--- config.mk ---
export PLATFORM = sky130hd
export DESIGN_NAME = joystick_key_input_event_unit
export DESIGN_NICKNAME = d
export VERILOG_FILES = /design/src/design/jkie_pkg.sv /design/src/design/jkie_scan.sv /design/src/design/jkie_queue.sv /design/src/design/joystick_key_input_event_unit.sv
export SDC_FILE = /design/constraint.sdc
export NUM_CORES = 1
export LEC_CHECK = 0
export BUFFER_PORTS_ARGS = -buffer_cell sky130_fd_sc_hd__buf_2
export CAP_MARGIN = 10
export CORE_AREA = 2 2 296 298
export CTS_BUF_LIST = sky130_fd_sc_hd__clkbuf_2 sky130_fd_sc_hd__clkbuf_4 sky130_fd_sc_hd__clkbuf_8
export CTS_CLUSTER_SIZE = 24
export DETAILED_ROUTE_END_ITERATION = 10
export DIE_AREA = 0 0 298 300
export SLEW_MARGIN = 15
export SYNTH_ARGS = -nofsm -noshare
export SYNTH_HDL_FRONTEND = slang
export SYNTH_HIERARCHICAL = 1
export SYNTH_SLANG_ARGS = --single-unit
--- constraint.sdc ---
create_clock -name clock -period 8.7 [get_ports clock]
set_input_delay 0.435 -clock clock [delete_from_list [all_inputs] [get_ports clock]]
set_output_delay 0.435 -clock clock [all_outputs]
set_load 0.1 [all_outputs]
--- src/design/jkie_pkg.sv ---
// ---------------------------------------------------------------------------
// jkie_pkg
// Types, widths, codes and reset values shared by the joystick and key
// input event unit.
// ---------------------------------------------------------------------------
package jkie_pkg;

   // Build-time sizing
   localparam int QUEUE_DEPTH = 16;
   localparam int ADC_BITS    = 12;
   localparam int KEY_COUNT   = 5;

   localparam int DIR_KEYS = 4;                       // up, down, left, right
   localparam int EV_BITS  = DIR_KEYS + KEY_COUNT;    // held/pressed/released
   localparam int DIR_W    = 3;
   localparam int THR_W    = 2 * ADC_BITS;
   localparam int TIME_W   = 32;
   localparam int MS_W     = 16;
   localparam int DEB_W    = 8;
   localparam int INV_W    = 2;
   localparam int PTR_W    = (QUEUE_DEPTH > 1) ? $clog2(QUEUE_DEPTH) : 1;
   localparam int CNT_W    = $clog2(QUEUE_DEPTH + 1);
   localparam int CSR_IDX_W = 3;
   localparam int CSR_DATA_W = THR_W;

   // Request payload layout, lowest bit first: joy_x, joy_y, raw_keys, now_ms
   localparam int REQ_X_LSB    = 0;
   localparam int REQ_Y_LSB    = REQ_X_LSB + ADC_BITS;
   localparam int REQ_KEY_LSB  = REQ_Y_LSB + ADC_BITS;
   localparam int REQ_NOW_LSB  = REQ_KEY_LSB + KEY_COUNT;
   localparam int REQ_BITS     = REQ_NOW_LSB + TIME_W;
   localparam int REQ_DATA_W   = ((REQ_BITS + 7) / 8) * 8;

   // Response payload: direction, held, pressed, released, repeat, count
   localparam int RSP_BITS   = DIR_W + 3 * EV_BITS + DIR_KEYS + CNT_W;
   localparam int RSP_DATA_W = ((RSP_BITS + 7) / 8) * 8;

   // Request kinds
   localparam logic OP_SCAN    = 1'b0;
   localparam logic OP_DEQUEUE = 1'b1;

   // Direction codes
   localparam logic [DIR_W-1:0] DIR_CENTER = 3'd0;
   localparam logic [DIR_W-1:0] DIR_UP     = 3'd1;
   localparam logic [DIR_W-1:0] DIR_DOWN   = 3'd2;
   localparam logic [DIR_W-1:0] DIR_LEFT   = 3'd3;
   localparam logic [DIR_W-1:0] DIR_RIGHT  = 3'd4;

   // Register indexes
   localparam logic [CSR_IDX_W-1:0] CSR_X_ENTER   = 3'd0;
   localparam logic [CSR_IDX_W-1:0] CSR_Y_ENTER   = 3'd1;
   localparam logic [CSR_IDX_W-1:0] CSR_X_EXIT    = 3'd2;
   localparam logic [CSR_IDX_W-1:0] CSR_Y_EXIT    = 3'd3;
   localparam logic [CSR_IDX_W-1:0] CSR_RPT_DELAY = 3'd4;
   localparam logic [CSR_IDX_W-1:0] CSR_RPT_INTV  = 3'd5;
   localparam logic [CSR_IDX_W-1:0] CSR_DEBOUNCE  = 3'd6;
   localparam logic [CSR_IDX_W-1:0] CSR_INVERT    = 3'd7;

   // Register reset values
   localparam logic [THR_W-1:0] ENTER_RST     = THR_W'(12289000);
   localparam logic [THR_W-1:0] EXIT_RST      = THR_W'(11060600);
   localparam logic [MS_W-1:0]  RPT_DELAY_RST = MS_W'(400);
   localparam logic [MS_W-1:0]  RPT_INTV_RST  = MS_W'(120);
   localparam logic [DEB_W-1:0] DEBOUNCE_RST  = DEB_W'(3);

   typedef struct packed {
      logic [THR_W-1:0] x_enter;
      logic [THR_W-1:0] y_enter;
      logic [THR_W-1:0] x_exit;
      logic [THR_W-1:0] y_exit;
      logic [MS_W-1:0]  rpt_delay;
      logic [MS_W-1:0]  rpt_interval;
      logic [DEB_W-1:0] debounce;
      logic [INV_W-1:0] invert;
   } cfg_type;

   // One queued event frame; pressed sits in the lowest bits
   typedef struct packed {
      logic [DIR_KEYS-1:0] repeats;
      logic [EV_BITS-1:0]  released;
      logic [EV_BITS-1:0]  pressed;
   } frame_type;

   typedef struct packed {
      logic [DIR_W-1:0]   direction;
      logic [EV_BITS-1:0] held;
      frame_type          events;
      logic               push;
   } scan_result_type;

   typedef struct packed {
      logic [DIR_W-1:0]   direction;
      logic [EV_BITS-1:0] held;
   } scan_view_type;

   typedef struct packed {
      logic push;
      logic pop;
   } queue_ctrl_type;

   typedef struct packed {
      logic             hit;     // pop found a frame
      logic [CNT_W-1:0] count;   // fill after this request
   } queue_status_type;

endpackage

--- src/design/jkie_scan.sv ---
// ---------------------------------------------------------------------------
// jkie_scan
// Key debounce, joystick direction with hysteresis, event edges and
// direction auto-repeat for one scan request.
// ---------------------------------------------------------------------------
module jkie_scan (
   input  logic                                  clock,
   input  logic                                  reset,
   input  logic                                  advance,
   input  logic [jkie_pkg::ADC_BITS-1:0]         joy_x,
   input  logic [jkie_pkg::ADC_BITS-1:0]         joy_y,
   input  logic [jkie_pkg::KEY_COUNT-1:0]        raw_keys,
   input  logic [jkie_pkg::TIME_W-1:0]           now_ms,
   input  jkie_pkg::cfg_type                     cfg,
   output jkie_pkg::scan_result_type             result,
   output jkie_pkg::scan_view_type               view
);
   import jkie_pkg::*;

   logic [KEY_COUNT-1:0] stable_ff, stable_in;
   logic [KEY_COUNT-1:0] last_raw_ff, last_raw_in;
   logic [DEB_W-1:0]     same_cnt_ff [KEY_COUNT];
   logic [DEB_W-1:0]     same_cnt_in [KEY_COUNT];
   logic [DIR_W-1:0]     dir_ff, dir_in;
   logic [EV_BITS-1:0]   prev_held_ff, held_in;
   logic [DIR_KEYS-1:0]  rpt_ref_ff, rpt_ref_in;
   logic [TIME_W-1:0]    rpt_start_ff, rpt_start_in;
   logic [TIME_W-1:0]    rpt_last_ff, rpt_last_in;

   logic [ADC_BITS-1:0]  xl, xr, yd, yu, dx, dy;
   logic                 still;
   logic [DIR_KEYS-1:0]  dir_bits, rpt_bits;
   logic [TIME_W-1:0]    since_start, since_last;

   // Debounce: count equal samples, saturating at the configured depth
   always_comb begin
      stable_in   = stable_ff;
      last_raw_in = last_raw_ff;
      for (int k = 0; k < KEY_COUNT; k++) begin
         if (raw_keys[k] == last_raw_ff[k]) begin
            same_cnt_in[k] = (same_cnt_ff[k] < cfg.debounce) ?
                             same_cnt_ff[k] + 1'b1 : same_cnt_ff[k];
         end else begin
            last_raw_in[k] = raw_keys[k];
            same_cnt_in[k] = '0;
         end
         if (same_cnt_in[k] >= cfg.debounce) begin
            stable_in[k] = last_raw_in[k];
         end
      end
   end

   // Direction: keep the stored one while its exit test passes
   assign xl = cfg.x_enter[ADC_BITS-1:0];
   assign xr = cfg.x_enter[THR_W-1:ADC_BITS];
   assign yd = cfg.y_enter[ADC_BITS-1:0];
   assign yu = cfg.y_enter[THR_W-1:ADC_BITS];

   always_comb begin
      unique case (dir_ff)
         DIR_LEFT:  still = joy_x < cfg.x_exit[ADC_BITS-1:0];
         DIR_RIGHT: still = joy_x > cfg.x_exit[THR_W-1:ADC_BITS];
         DIR_DOWN:  still = joy_y < cfg.y_exit[ADC_BITS-1:0];
         DIR_UP:    still = joy_y > cfg.y_exit[THR_W-1:ADC_BITS];
         default:   still = 1'b0;
      endcase
   end

   always_comb begin
      dx = '0;
      dy = '0;
      if (joy_x < xl) dx = xl - joy_x;
      else if (joy_x > xr) dx = joy_x - xr;
      if (joy_y < yd) dy = yd - joy_y;
      else if (joy_y > yu) dy = joy_y - yu;
   end

   always_comb begin
      priority if (still) begin
         dir_in = dir_ff;
      end else if (dx == '0 && dy == '0) begin
         dir_in = DIR_CENTER;
      end else if (dx > dy) begin
         dir_in = ((joy_x < xl) ^ cfg.invert[0]) ? DIR_LEFT : DIR_RIGHT;
      end else begin
         dir_in = ((joy_y > yu) ^ cfg.invert[1]) ? DIR_UP : DIR_DOWN;
      end
   end

   always_comb begin
      unique case (dir_in)
         DIR_UP:    dir_bits = 4'b0001;
         DIR_DOWN:  dir_bits = 4'b0010;
         DIR_LEFT:  dir_bits = 4'b0100;
         DIR_RIGHT: dir_bits = 4'b1000;
         default:   dir_bits = '0;
      endcase
   end

   assign held_in = {stable_in, dir_bits};

   // Auto-repeat: restart the timer whenever the held direction set changes
   assign since_start = now_ms - rpt_start_ff;
   assign since_last  = now_ms - rpt_last_ff;

   always_comb begin
      rpt_ref_in   = rpt_ref_ff;
      rpt_start_in = rpt_start_ff;
      rpt_last_in  = rpt_last_ff;
      rpt_bits     = '0;
      priority if (dir_bits == '0) begin
         rpt_ref_in = '0;
      end else if (dir_bits != rpt_ref_ff) begin
         rpt_ref_in   = dir_bits;
         rpt_start_in = now_ms;
         rpt_last_in  = now_ms;
      end else if (since_start < TIME_W'(cfg.rpt_delay)) begin
         rpt_bits = '0;
      end else if (since_last >= TIME_W'(cfg.rpt_interval)) begin
         rpt_last_in = now_ms;
         rpt_bits    = dir_bits;
      end
   end

   always_comb begin
      result.direction        = dir_in;
      result.held             = held_in;
      result.events.pressed   = held_in & ~prev_held_ff;
      result.events.released  = prev_held_ff & ~held_in;
      result.events.repeats   = rpt_bits;
      result.push             = (result.events != '0);
   end

   assign view.direction = dir_ff;
   assign view.held      = prev_held_ff;

   always_ff @(posedge clock) begin
      if (reset) begin
         stable_ff    <= '0;
         last_raw_ff  <= '0;
         dir_ff       <= DIR_CENTER;
         prev_held_ff <= '0;
         rpt_ref_ff   <= '0;
         rpt_start_ff <= '0;
         rpt_last_ff  <= '0;
         for (int k = 0; k < KEY_COUNT; k++) begin
            same_cnt_ff[k] <= '0;
         end
      end else if (advance) begin
         stable_ff    <= stable_in;
         last_raw_ff  <= last_raw_in;
         dir_ff       <= dir_in;
         prev_held_ff <= held_in;
         rpt_ref_ff   <= rpt_ref_in;
         rpt_start_ff <= rpt_start_in;
         rpt_last_ff  <= rpt_last_in;
         for (int k = 0; k < KEY_COUNT; k++) begin
            same_cnt_ff[k] <= same_cnt_in[k];
         end
      end
   end

endmodule

--- src/design/jkie_queue.sv ---
// ---------------------------------------------------------------------------
// jkie_queue
// Event frame queue: one synchronous memory with head, tail and fill
// pointers; drops the oldest frame when a push finds it full.
// ---------------------------------------------------------------------------
module jkie_queue (
   input  logic                        clock,
   input  logic                        reset,
   input  jkie_pkg::queue_ctrl_type    ctrl,
   input  jkie_pkg::frame_type         wr_frame,
   output jkie_pkg::frame_type         rd_frame,
   output jkie_pkg::queue_status_type  status
);
   import jkie_pkg::*;

   frame_type        mem [QUEUE_DEPTH];
   frame_type        rd_frame_ff;
   logic [PTR_W-1:0] head_ff, head_in;
   logic [PTR_W-1:0] tail_ff, tail_in;
   logic [CNT_W-1:0] fill_ff, fill_in;
   logic             full, hit;

   function automatic logic [PTR_W-1:0] ptr_next(input logic [PTR_W-1:0] p);
      return (p == PTR_W'(QUEUE_DEPTH - 1)) ? '0 : p + 1'b1;
   endfunction

   assign full = (fill_ff == CNT_W'(QUEUE_DEPTH));
   assign hit  = ctrl.pop && (fill_ff != '0);

   always_comb begin
      head_in = head_ff;
      tail_in = tail_ff;
      fill_in = fill_ff;
      priority if (ctrl.push) begin
         tail_in = ptr_next(tail_ff);
         if (full) head_in = ptr_next(head_ff);
         else      fill_in = fill_ff + 1'b1;
      end else if (hit) begin
         head_in = ptr_next(head_ff);
         fill_in = fill_ff - 1'b1;
      end
   end

   assign status.hit   = hit;
   assign status.count = fill_in;
   assign rd_frame     = rd_frame_ff;

   always_ff @(posedge clock) begin
      if (ctrl.push) mem[tail_ff] <= wr_frame;
      if (hit) rd_frame_ff <= mem[head_ff];
   end

   always_ff @(posedge clock) begin
      if (reset) begin
         head_ff <= '0;
         tail_ff <= '0;
         fill_ff <= '0;
      end else begin
         head_ff <= head_in;
         tail_ff <= tail_in;
         fill_ff <= fill_in;
      end
   end

endmodule

--- src/design/joystick_key_input_event_unit.sv ---
// ---------------------------------------------------------------------------
// joystick_key_input_event_unit
// Debounced keys, joystick direction and auto-repeat events with a queue
// of event frames.
// ---------------------------------------------------------------------------
// Use:
//  - req_*: one request a cycle unless rsp_tready stalls. req_tuser selects a scan sample or a
//    dequeue; a scan carries both joystick samples, the raw keys and the
//    millisecond tick in req_tdata.
//  - rsp_*: exactly one response per request, in order. It carries the
//    direction, held bits, the event bits of the scan or of the dequeued
//    frame, and the queue fill after the request; rsp_tuser flags a frame
//    actually taken from the queue.
//  - csr_*: register writes, taken at once; write only while idle.
// Timing: a response appears in the cycle after its request is accepted,
// set by the registered read port of the frame memory. Throughput is one
// request per cycle while rsp_tready is high, also while the response register is refilled.
// Stall: while a response waits with rsp_tready low, the response register and the memory
// read data hold and req_tready drops; nothing is lost.
// Reset: synchronous; registers return to their defaults, the key and
// direction state clears and the queue empties at once (no clearing pass).
// ---------------------------------------------------------------------------
module joystick_key_input_event_unit (
   input  logic                                clock,
   input  logic                                reset,
   // request: joy_x, joy_y, raw_keys, now_ms (from bit 0 up)
   input  logic                                req_tvalid,
   output logic                                req_tready,
   input  logic [jkie_pkg::REQ_DATA_W-1:0]     req_tdata,
   // request: op
   input  logic                                req_tuser,
   // response: direction, held keys, pressed keys, released keys,
   //           repeat pulses, queue_count (from bit 0 up)
   output logic                                rsp_tvalid,
   input  logic                                rsp_tready,
   output logic [jkie_pkg::RSP_DATA_W-1:0]     rsp_tdata,
   // response: frame_valid
   output logic                                rsp_tuser,
   // register writes
   input  logic                                csr_we,
   input  logic [jkie_pkg::CSR_IDX_W-1:0]      csr_index,
   input  logic [jkie_pkg::CSR_DATA_W-1:0]     csr_wdata
);
   import jkie_pkg::*;

   cfg_type          cfg_ff, cfg_in;
   scan_result_type  scan_res;
   scan_view_type    scan_view;
   queue_ctrl_type   q_ctrl;
   queue_status_type q_status;
   frame_type        q_rd_frame;

   logic             accept, is_scan;
   logic             rsp_valid_ff, rsp_valid_in;
   logic [DIR_W-1:0]   rsp_dir_ff;
   logic [EV_BITS-1:0] rsp_held_ff;
   frame_type          rsp_ev_ff;
   logic               rsp_hit_ff;
   logic [CNT_W-1:0]   rsp_count_ff;
   frame_type          rsp_ev;

   // Register writes
   always_comb begin
      cfg_in = cfg_ff;
      if (csr_we) begin
         unique case (csr_index)
            CSR_X_ENTER:   cfg_in.x_enter      = csr_wdata[THR_W-1:0];
            CSR_Y_ENTER:   cfg_in.y_enter      = csr_wdata[THR_W-1:0];
            CSR_X_EXIT:    cfg_in.x_exit       = csr_wdata[THR_W-1:0];
            CSR_Y_EXIT:    cfg_in.y_exit       = csr_wdata[THR_W-1:0];
            CSR_RPT_DELAY: cfg_in.rpt_delay    = csr_wdata[MS_W-1:0];
            CSR_RPT_INTV:  cfg_in.rpt_interval = csr_wdata[MS_W-1:0];
            CSR_DEBOUNCE:  cfg_in.debounce     = csr_wdata[DEB_W-1:0];
            CSR_INVERT:    cfg_in.invert       = csr_wdata[INV_W-1:0];
         endcase
      end
   end

   always_ff @(posedge clock) begin
      if (reset) begin
         cfg_ff.x_enter      <= ENTER_RST;
         cfg_ff.y_enter      <= ENTER_RST;
         cfg_ff.x_exit       <= EXIT_RST;
         cfg_ff.y_exit       <= EXIT_RST;
         cfg_ff.rpt_delay    <= RPT_DELAY_RST;
         cfg_ff.rpt_interval <= RPT_INTV_RST;
         cfg_ff.debounce     <= DEBOUNCE_RST;
         cfg_ff.invert       <= '0;
      end else begin
         cfg_ff <= cfg_in;
      end
   end

   // Take a request whenever the response register is empty or draining
   assign req_tready = !rsp_valid_ff || rsp_tready;
   assign accept     = req_tvalid && req_tready;
   assign is_scan    = (req_tuser == OP_SCAN);

   jkie_scan u_scan (
      .clock    (clock),
      .reset    (reset),
      .advance  (accept && is_scan),
      .joy_x    (req_tdata[REQ_X_LSB +: ADC_BITS]),
      .joy_y    (req_tdata[REQ_Y_LSB +: ADC_BITS]),
      .raw_keys (req_tdata[REQ_KEY_LSB +: KEY_COUNT]),
      .now_ms   (req_tdata[REQ_NOW_LSB +: TIME_W]),
      .cfg      (cfg_ff),
      .result   (scan_res),
      .view     (scan_view)
   );

   // Push only non-empty frames; a dequeue pops when anything is queued
   assign q_ctrl.push = accept && is_scan && scan_res.push;
   assign q_ctrl.pop  = accept && (req_tuser == OP_DEQUEUE);

   jkie_queue u_queue (
      .clock    (clock),
      .reset    (reset),
      .ctrl     (q_ctrl),
      .wr_frame (scan_res.events),
      .rd_frame (q_rd_frame),
      .status   (q_status)
   );

   // Response register; dequeued frame data arrives from the memory port
   always_comb begin
      rsp_valid_in = rsp_valid_ff;
      if (accept)          rsp_valid_in = 1'b1;
      else if (rsp_tready) rsp_valid_in = 1'b0;
   end

   always_ff @(posedge clock) begin
      if (reset) rsp_valid_ff <= 1'b0;
      else       rsp_valid_ff <= rsp_valid_in;
   end

   always_ff @(posedge clock) begin
      if (accept) begin
         rsp_dir_ff   <= is_scan ? scan_res.direction : scan_view.direction;
         rsp_held_ff  <= is_scan ? scan_res.held : scan_view.held;
         rsp_ev_ff    <= is_scan ? scan_res.events : '0;
         rsp_hit_ff   <= q_status.hit;
         rsp_count_ff <= q_status.count;
      end
   end

   assign rsp_ev     = rsp_hit_ff ? q_rd_frame : rsp_ev_ff;
   assign rsp_tvalid = rsp_valid_ff;
   assign rsp_tuser  = rsp_hit_ff;
   assign rsp_tdata  = RSP_DATA_W'({rsp_count_ff, rsp_ev.repeats, rsp_ev.released,
                                    rsp_ev.pressed, rsp_held_ff, rsp_dir_ff});

   // A stalled response carrying a dequeued frame must keep the frame read
   a_stall_holds_frame: assert property (@(posedge clock) disable iff (reset)
      rsp_valid_ff && rsp_hit_ff && !rsp_tready |=> $stable(q_rd_frame))
      else $error("frame read data changed under a stalled response");

   // A dequeue that finds a frame answers next cycle with it and the new fill
   a_dequeue_answers: assert property (@(posedge clock) disable iff (reset)
      accept && q_status.hit |=>
         rsp_tvalid && rsp_tuser && (rsp_count_ff == $past(q_status.count)))
      else $error("dequeue hit not reflected in the response");

   // A dequeue that misses only happens on an empty queue
   a_miss_means_empty: assert property (@(posedge clock) disable iff (reset)
      q_ctrl.pop && !q_status.hit |-> (q_status.count == '0))
      else $error("dequeue missed on a non-empty queue");

endmodule

# --- Word-level counts from Yosys, hierarchy flattened ---
# Memory sizes are Yosys's and may differ from the RTL's. A register that Yosys moved wholly into a read port is not among the register bits.
# Cells that the tools add are included.
totals:
  reg_bits: 282
  mem_bits_rw: 392
  input_bits: 97
  output_inout_bits: 43
  elab_cells: 198
  n_memories: 2
mem_list:
  columns: ["memory", "depth", "word_bits", "rd", "rd_ports_with_merged_regs", "wr", "line_no", "rtl"]
  rows:
  - ["u_queue.mem", 16, 22, 1, 1, 1, "jkie_queue.sv:16", "frame_type mem [QUEUE_DEPTH];"]
  - ["u_scan.same_cnt_ff", 5, 8, 5, 0, 5, "jkie_scan.sv:22", "logic [DEB_W-1:0] same_cnt_ff [KEY_COUNT];"]
op_classes:
  add_sub_neg: 15
  magnitude_cmp: 21
  eq_ne: 26
  muxes: 65
  bitwise_logic: 13
  n_reduce_logical: 30
ops:
  columns: ["operator", "n"]
  rows:
  - ["8-bit 2-to-1 mux", 15]
  - ["32-bit 2-to-1 mux", 3]
  - ["32-bit subtractor", 2]
  - ["12-bit greater-than comparator", 5]
  - ["12-bit < comparator", 4]
  - ["12-bit 2-to-1 mux", 4]
  - ["12-bit subtractor", 4]
  - ["4-bit 2-to-1 mux", 11]
  - ["8-bit by 1-bit adder with 8-bit output (second input constant)", 5]
  - ["8-bit >= comparator", 5]
  - ["8-bit < comparator", 5]
  - ["32-bit by 16-bit >= comparator with 1-bit output", 1]
  - ["32-bit by 16-bit < comparator with 1-bit output", 1]
  - ["12-bit logical NOT", 2]
  - ["22-bit 2-to-1 mux", 1]
  - ["22-bit nonzero test", 1]
  - ["2-bit AND reduction", 10]
  - ["1-bit 2-to-1 mux", 19]
  - ["9-bit bitwise AND", 2]
  - ["3-bit by 2-bit == test with 1-bit output (second input constant)", 6]
  - ["3-bit == test (second input constant)", 6]
  - ["9-bit NOT", 2]
  - ["4-bit one-hot mux with 4 select lines", 1]
  - ["3-bit 2-to-1 mux", 5]
  - ["25 further kinds", 50]

# --- Logic depth before layout (Yosys ltp) ---
logic_depth:
  word_depth: 17
  ltp_mapped: 30

# --- Cells and area by module ---
# Netlist, hierarchy kept.
modules_own_cells:
  columns: ["mod", "n_inst", "cells_each", "area_each_um2", "seq_area_each_um2"]
  rows:
  - ["jkie_scan", 1, 2114, 16617.2, 2902.8]
  - ["jkie_queue", 1, 672, 14692.8, 11491.0]
  - ["joystick_key_input_event_unit", 1, 617, 7310.8, 3983.8]

# --- Least setup slack after synthesis ---
# OpenSTA, ideal clock, no wires.
synth_path:
  path_type: "input port to flip-flop"
  from: "input port req_tdata[12] (netlist bit)"
  to: "memory u_queue/mem[12][0] (netlist bit) (enable)"
  setup_ps: 381
  arrival_ps: 6766
  setup_slack_ps: 1553
  cell_stages: 27
  cell_sequence: "inv_1 ha_1 fa_1 nand2b_1 a211oi_2 nor2_1 o31ai_2 and2_1 buf_2 a22oi_1 ha_1 nand4_1 or2_2 a21oi_1 nor2_1 a31oi_1 nand2_1 a32oi_1 nor2_1 a211oi_1 o221a_2 nand3_1 o2111ai_1 nor4b_1 clkbuf_1 and3_1 and2_1"
synth_rtl:
  columns: ["item", "line_no", "rtl"]
  rows:
  - ["start, declared", "joystick_key_input_event_unit.sv:29", "input logic [jkie_pkg::REQ_DATA_W-1:0] req_tdata,"]
  - ["end, declared", "jkie_queue.sv:16", null]

==> out/qor.csv <==
stage,metric,value,unit
floorplanning,Die Width,298,um
critical_path,data arrival time at the worst-slack endpoint,8090,ps
logic_synthesis,#FFs+latches synth,691,
grt,overall track demand over capacity in global routing,21.7,%
cells_and_area,most common library cell in the layout ignoring fill and taps,edfxtp_1,
grt,global-route wire length before repair,151000,um
critical_path,most frequent cell on the critical path,buf_4,
critical_path,CP Capture Type,flop,
sta,clock tree skew after final layout,42.2,ps
detailed_routing,post-route antenna net violation count,0,
floorplanning,Placeable Area,86200,sq um
clocking,number of H-tree levels,3,
floorplanning,standard-cell row count,108,
critical_path,crit path kind,reg -> reg,
detailed_routing,total wire length,98200,um
grt,initial antenna violation count,2,
critical_path,Critical Path Start,cfg_ff[90],
clocking,clock network latency to the later pin of the worst-skew pair,750,ps
logic_synthesis,Gate Count Post-Synth,3403,
power,proportion of total power due to net switching,30.3,%
logic_synthesis,multiplexer share of the synthesized area,12.0,%
clocking,CTS tree,yes,
clocking,clock tree sinks,691,
logic_synthesis,Syn Std Cell Area,38600,sq um
worst_hold_path,Hold Startpoint,csr_wdata[19],
logic_synthesis,async set or reset register ratio after synthesis,0,%
critical_path,standard cell with the maximum stage delay on the critical path,a31oi_1,
status,status,finished clean,
sta,final hold violation count,0,
sta,shortest period the worst path allows,7720,ps
logic_synthesis,synthesized netlist net count,3802,
power,sequential group share of total power,43.1,%
sta,Rel. slew slack,20.8,%
sta,slew at the pin with the worst max-slew slack,1180,ps
logic_synthesis,Post-synth top flop,edfxtp_1,
worst_hold_path,class of the worst hold path,in -> reg,
detailed_routing,Detailed Routing Iterations Pass 1,7,
logic_synthesis,main combinational cell family by area after synthesis,simple AND/OR/NAND/NOR gates,
floorplanning,vertical die dimension,300,um
logic_synthesis,share of the synthesized netlist area taken by xor and xnor gates,2.63,%
power,cell-internal power,0.00617,W
detailed_routing,Vias/cell,5.46,
grt,vias in the first global route,26000,
critical_path,Crit Path Max Fanout,22,
power,static power due to leakage,17.4,nW
cells_and_area,share of cells above drive strength 1,15.4,%
logic_synthesis,synth unique cells,108,
sta,total negative slack,0,ps
sta,unrepaired setup endpoints after global routing,no,
critical_path,maximum cell stage delay along the critical path,580,ps
place,worst-case setup slack after placement,747,ps
logic_synthesis,Synth Area per Inst,11.3,sq um
critical_path,type of element launching the critical path,flop,
sta,post-route fraction of the period consumed by the critical path,88.8,%
logic_synthesis,fraction of the mapped netlist area in adder cells,9.90,%
floorplanning,die footprint,89400,sq um
floorplanning,number of primary I/O pins,140,
floorplanning,effective utilization at floorplan,44.8,%
cells_and_area,growth of design area from synthesis to finish,12.7,%
sta,Final Max Slew Viols,0,
cells_and_area,Final Instance Area,43500,sq um
sta,peak clock frequency supported by timing,130,MHz
clocking,Root Driver,clkbuf_8,
critical_path,sum of buffers and inverters on the critical path,5,
sta,final worst setup slack,978,ps
clocking,"CTS clk-pin slew, worst paths",70,ps
power,power share of the combinational group,21.8,%
cells_and_area,net count of the finished layout,4021,
logic_synthesis,fraction of the yosys area taken by sequential cells,47.6,%
grt,global route overflow,0,
detailed_routing,remaining routing DRC violations,0,
clocking,clock buffers created by TritonCTS,115,
detailed_routing,initial detailed-routing violation count,1911,
cells_and_area,fillers,7912,
clocking,count of instances resized after the clock tree is built,0,
critical_path,cell type group with the largest total delay on the critical path,compound AO/OA/AOI/OAI gates,
detailed_routing,total number of vias,26600,
place,buffers added on ports,135,
sta,tightest hold margin,55.8,ps
critical_path,Required @ worst endpoint,9070,ps
power,Switching Power,0.00268,W
clocking,Bufs on Longest Clock Path,3,
logic_synthesis,YS warnings,6,
cells_and_area,most frequent cells in the layout,"454 x edfxtp_1, 296 x ha_1, 248 x inv_1",
logic_synthesis,"synthesized-area fraction occupied by ao, oa, aoi and oai cells",10.0,%
detailed_routing,DR WL/cell,20.1,um
grt,maximum number of pins on one net before global-route repair,97,
critical_path,startpoint of the worst register-to-register path,cfg_ff[90],
sta,"Setup violations, final",0,
logic_synthesis,number of enable flip-flop cells after synthesis,454,
power,VDD IR-drop max,0.000134,V
place,estimated wirelength of the detail-placed design,68000,um
power,clock network fraction of total power,35.1,%
power,total power per unit cell area,203,nW/um^2
cells_and_area,Final Util,50.5,%
place,weighted congestion at the end of routability-driven global placement,0.891,
run,max-capacitance violation count,0,
place,Placement Cell Area,40600,sq um
logic_synthesis,Post-Synth Simple-Gate Area,13.6,%
critical_path,register-to-register setup slack,980,ps
-- metrics by stage --
step,instances,power [W]
3_5_place_dp,4617,0.00580
6_report,4877,0.00885
2_1_floorplan,3403,0.00529
4_1_cts,4875,0.00895
5_1_grt,4877,0.00929
3_3_place_gp,4617,0.00578
-- cells in the mapped netlist (41+ instances only) --
cell type  count  area [sq um]
edfxtp_1     454         13600
ha_1         296          3700
inv_1        250           938
dfxtp_1      237          4740
nand2_1      234           878
mux2i_1      224          2240
nor2_1       214           803
a21oi_1      141           706
nand2b_1     127           795
nor2b_1      102           638
o21ai_0       91           455
mux4_2        88          1980
clkbuf_1      71           267
a21o_1        61           458
xnor2_1       58           508
xor2_1        58           508
a22oi_1       51           383
nand4_1       51           319
nor3_1        43           215
nor3b_1       41           308
-- metal layers --
metal  global-route usage, %  wire [um]  vias up
met5                       0          0        -
met4                    5.75       1910        0
met3                    2.62       4280      120
met2                    37.2      47500      591
met1                    29.1      44500    12900
li1                        -          -    13000
-- logic make-up (layout without fill, tap and decap cells) --
group	count (synthesis)	count (layout)
xor+xnor	116	116
buf+inv	380	697
other cells	1	3
flops	691	691
mux	349	349
fa+ha+maj	302	302
compound gates	571	571
simple gates	993	993
-- path summary, 6_finish.rpt --
kind / endpoint / depth (start not counted)
worst max-delay path: u_queue/mem[13][20] / 29
worst min-delay path: cfg_ff[109] / 3
worst max register to register: u_queue/mem[13][20] / 29
worst min register to register: u_scan/rpt_start_ff[12] / 2
-- layout make-up --
class	count	area (sq um)	share of cell area, %
tap	1155	1450	3.32
antenna	2	5.00	0.0115
multi-input combinational	2332	18700	42.9
clock inverter	39	373	0.857
timing repair buffer	231	1560	3.58
sequential	691	18400	42.2
inverter	251	942	2.16
clock buffer	176	2150	4.93
-- flip-flops by register name, indices dropped and copies added, names as in the netlist, 3 cells and up --
signal and count:
rsp_dir_ff 3, u_queue/mem 352, rsp_count_ff 5, rsp_held_ff 9
u_scan/last_raw_ff 5, u_queue/fill_ff 5, u_scan/same_cnt_ff 40, u_scan/rpt_start_ff 32
u_queue/head_ff 4, u_queue/rd_frame 22, u_queue/tail_ff 4, u_scan/stable_ff 5
rsp_ev_ff 22, u_scan/rpt_ref_ff 4, u_scan/prev_held_ff 4, u_scan/dir_ff 3
cfg_ff 138, u_scan/rpt_last_ff 32
-- power by group through the flow --
stage,registers (W),clock network [W],logic (W)
6_report,0.00382,0.00310,0.00193
5_1_grt,0.00383,0.00333,0.00213
4_1_cts,0.00382,0.00319,0.00193
3_5_place_dp,0.00389,0,0.00191
3_3_place_gp,0.00388,0,0.00190
2_1_floorplan,0.00392,0,0.00137
-- repair_timing --
item,CTS,global route
hold buffers,43,0
buffers inserted,0,0
hold endpoints to repair,86,0
-- worst reg2reg max path: cells and delay by family (launching register included) --
kind                       cells  cell delay (ps)
AOI/OAI and AO/OA              9             2760
and+or+nand+nor               12             2420
DFF                            1              310
adders and majority gates      3              930
buffers and inverters          5              930
Note: power is estimated with default switching activity, not from simulation.
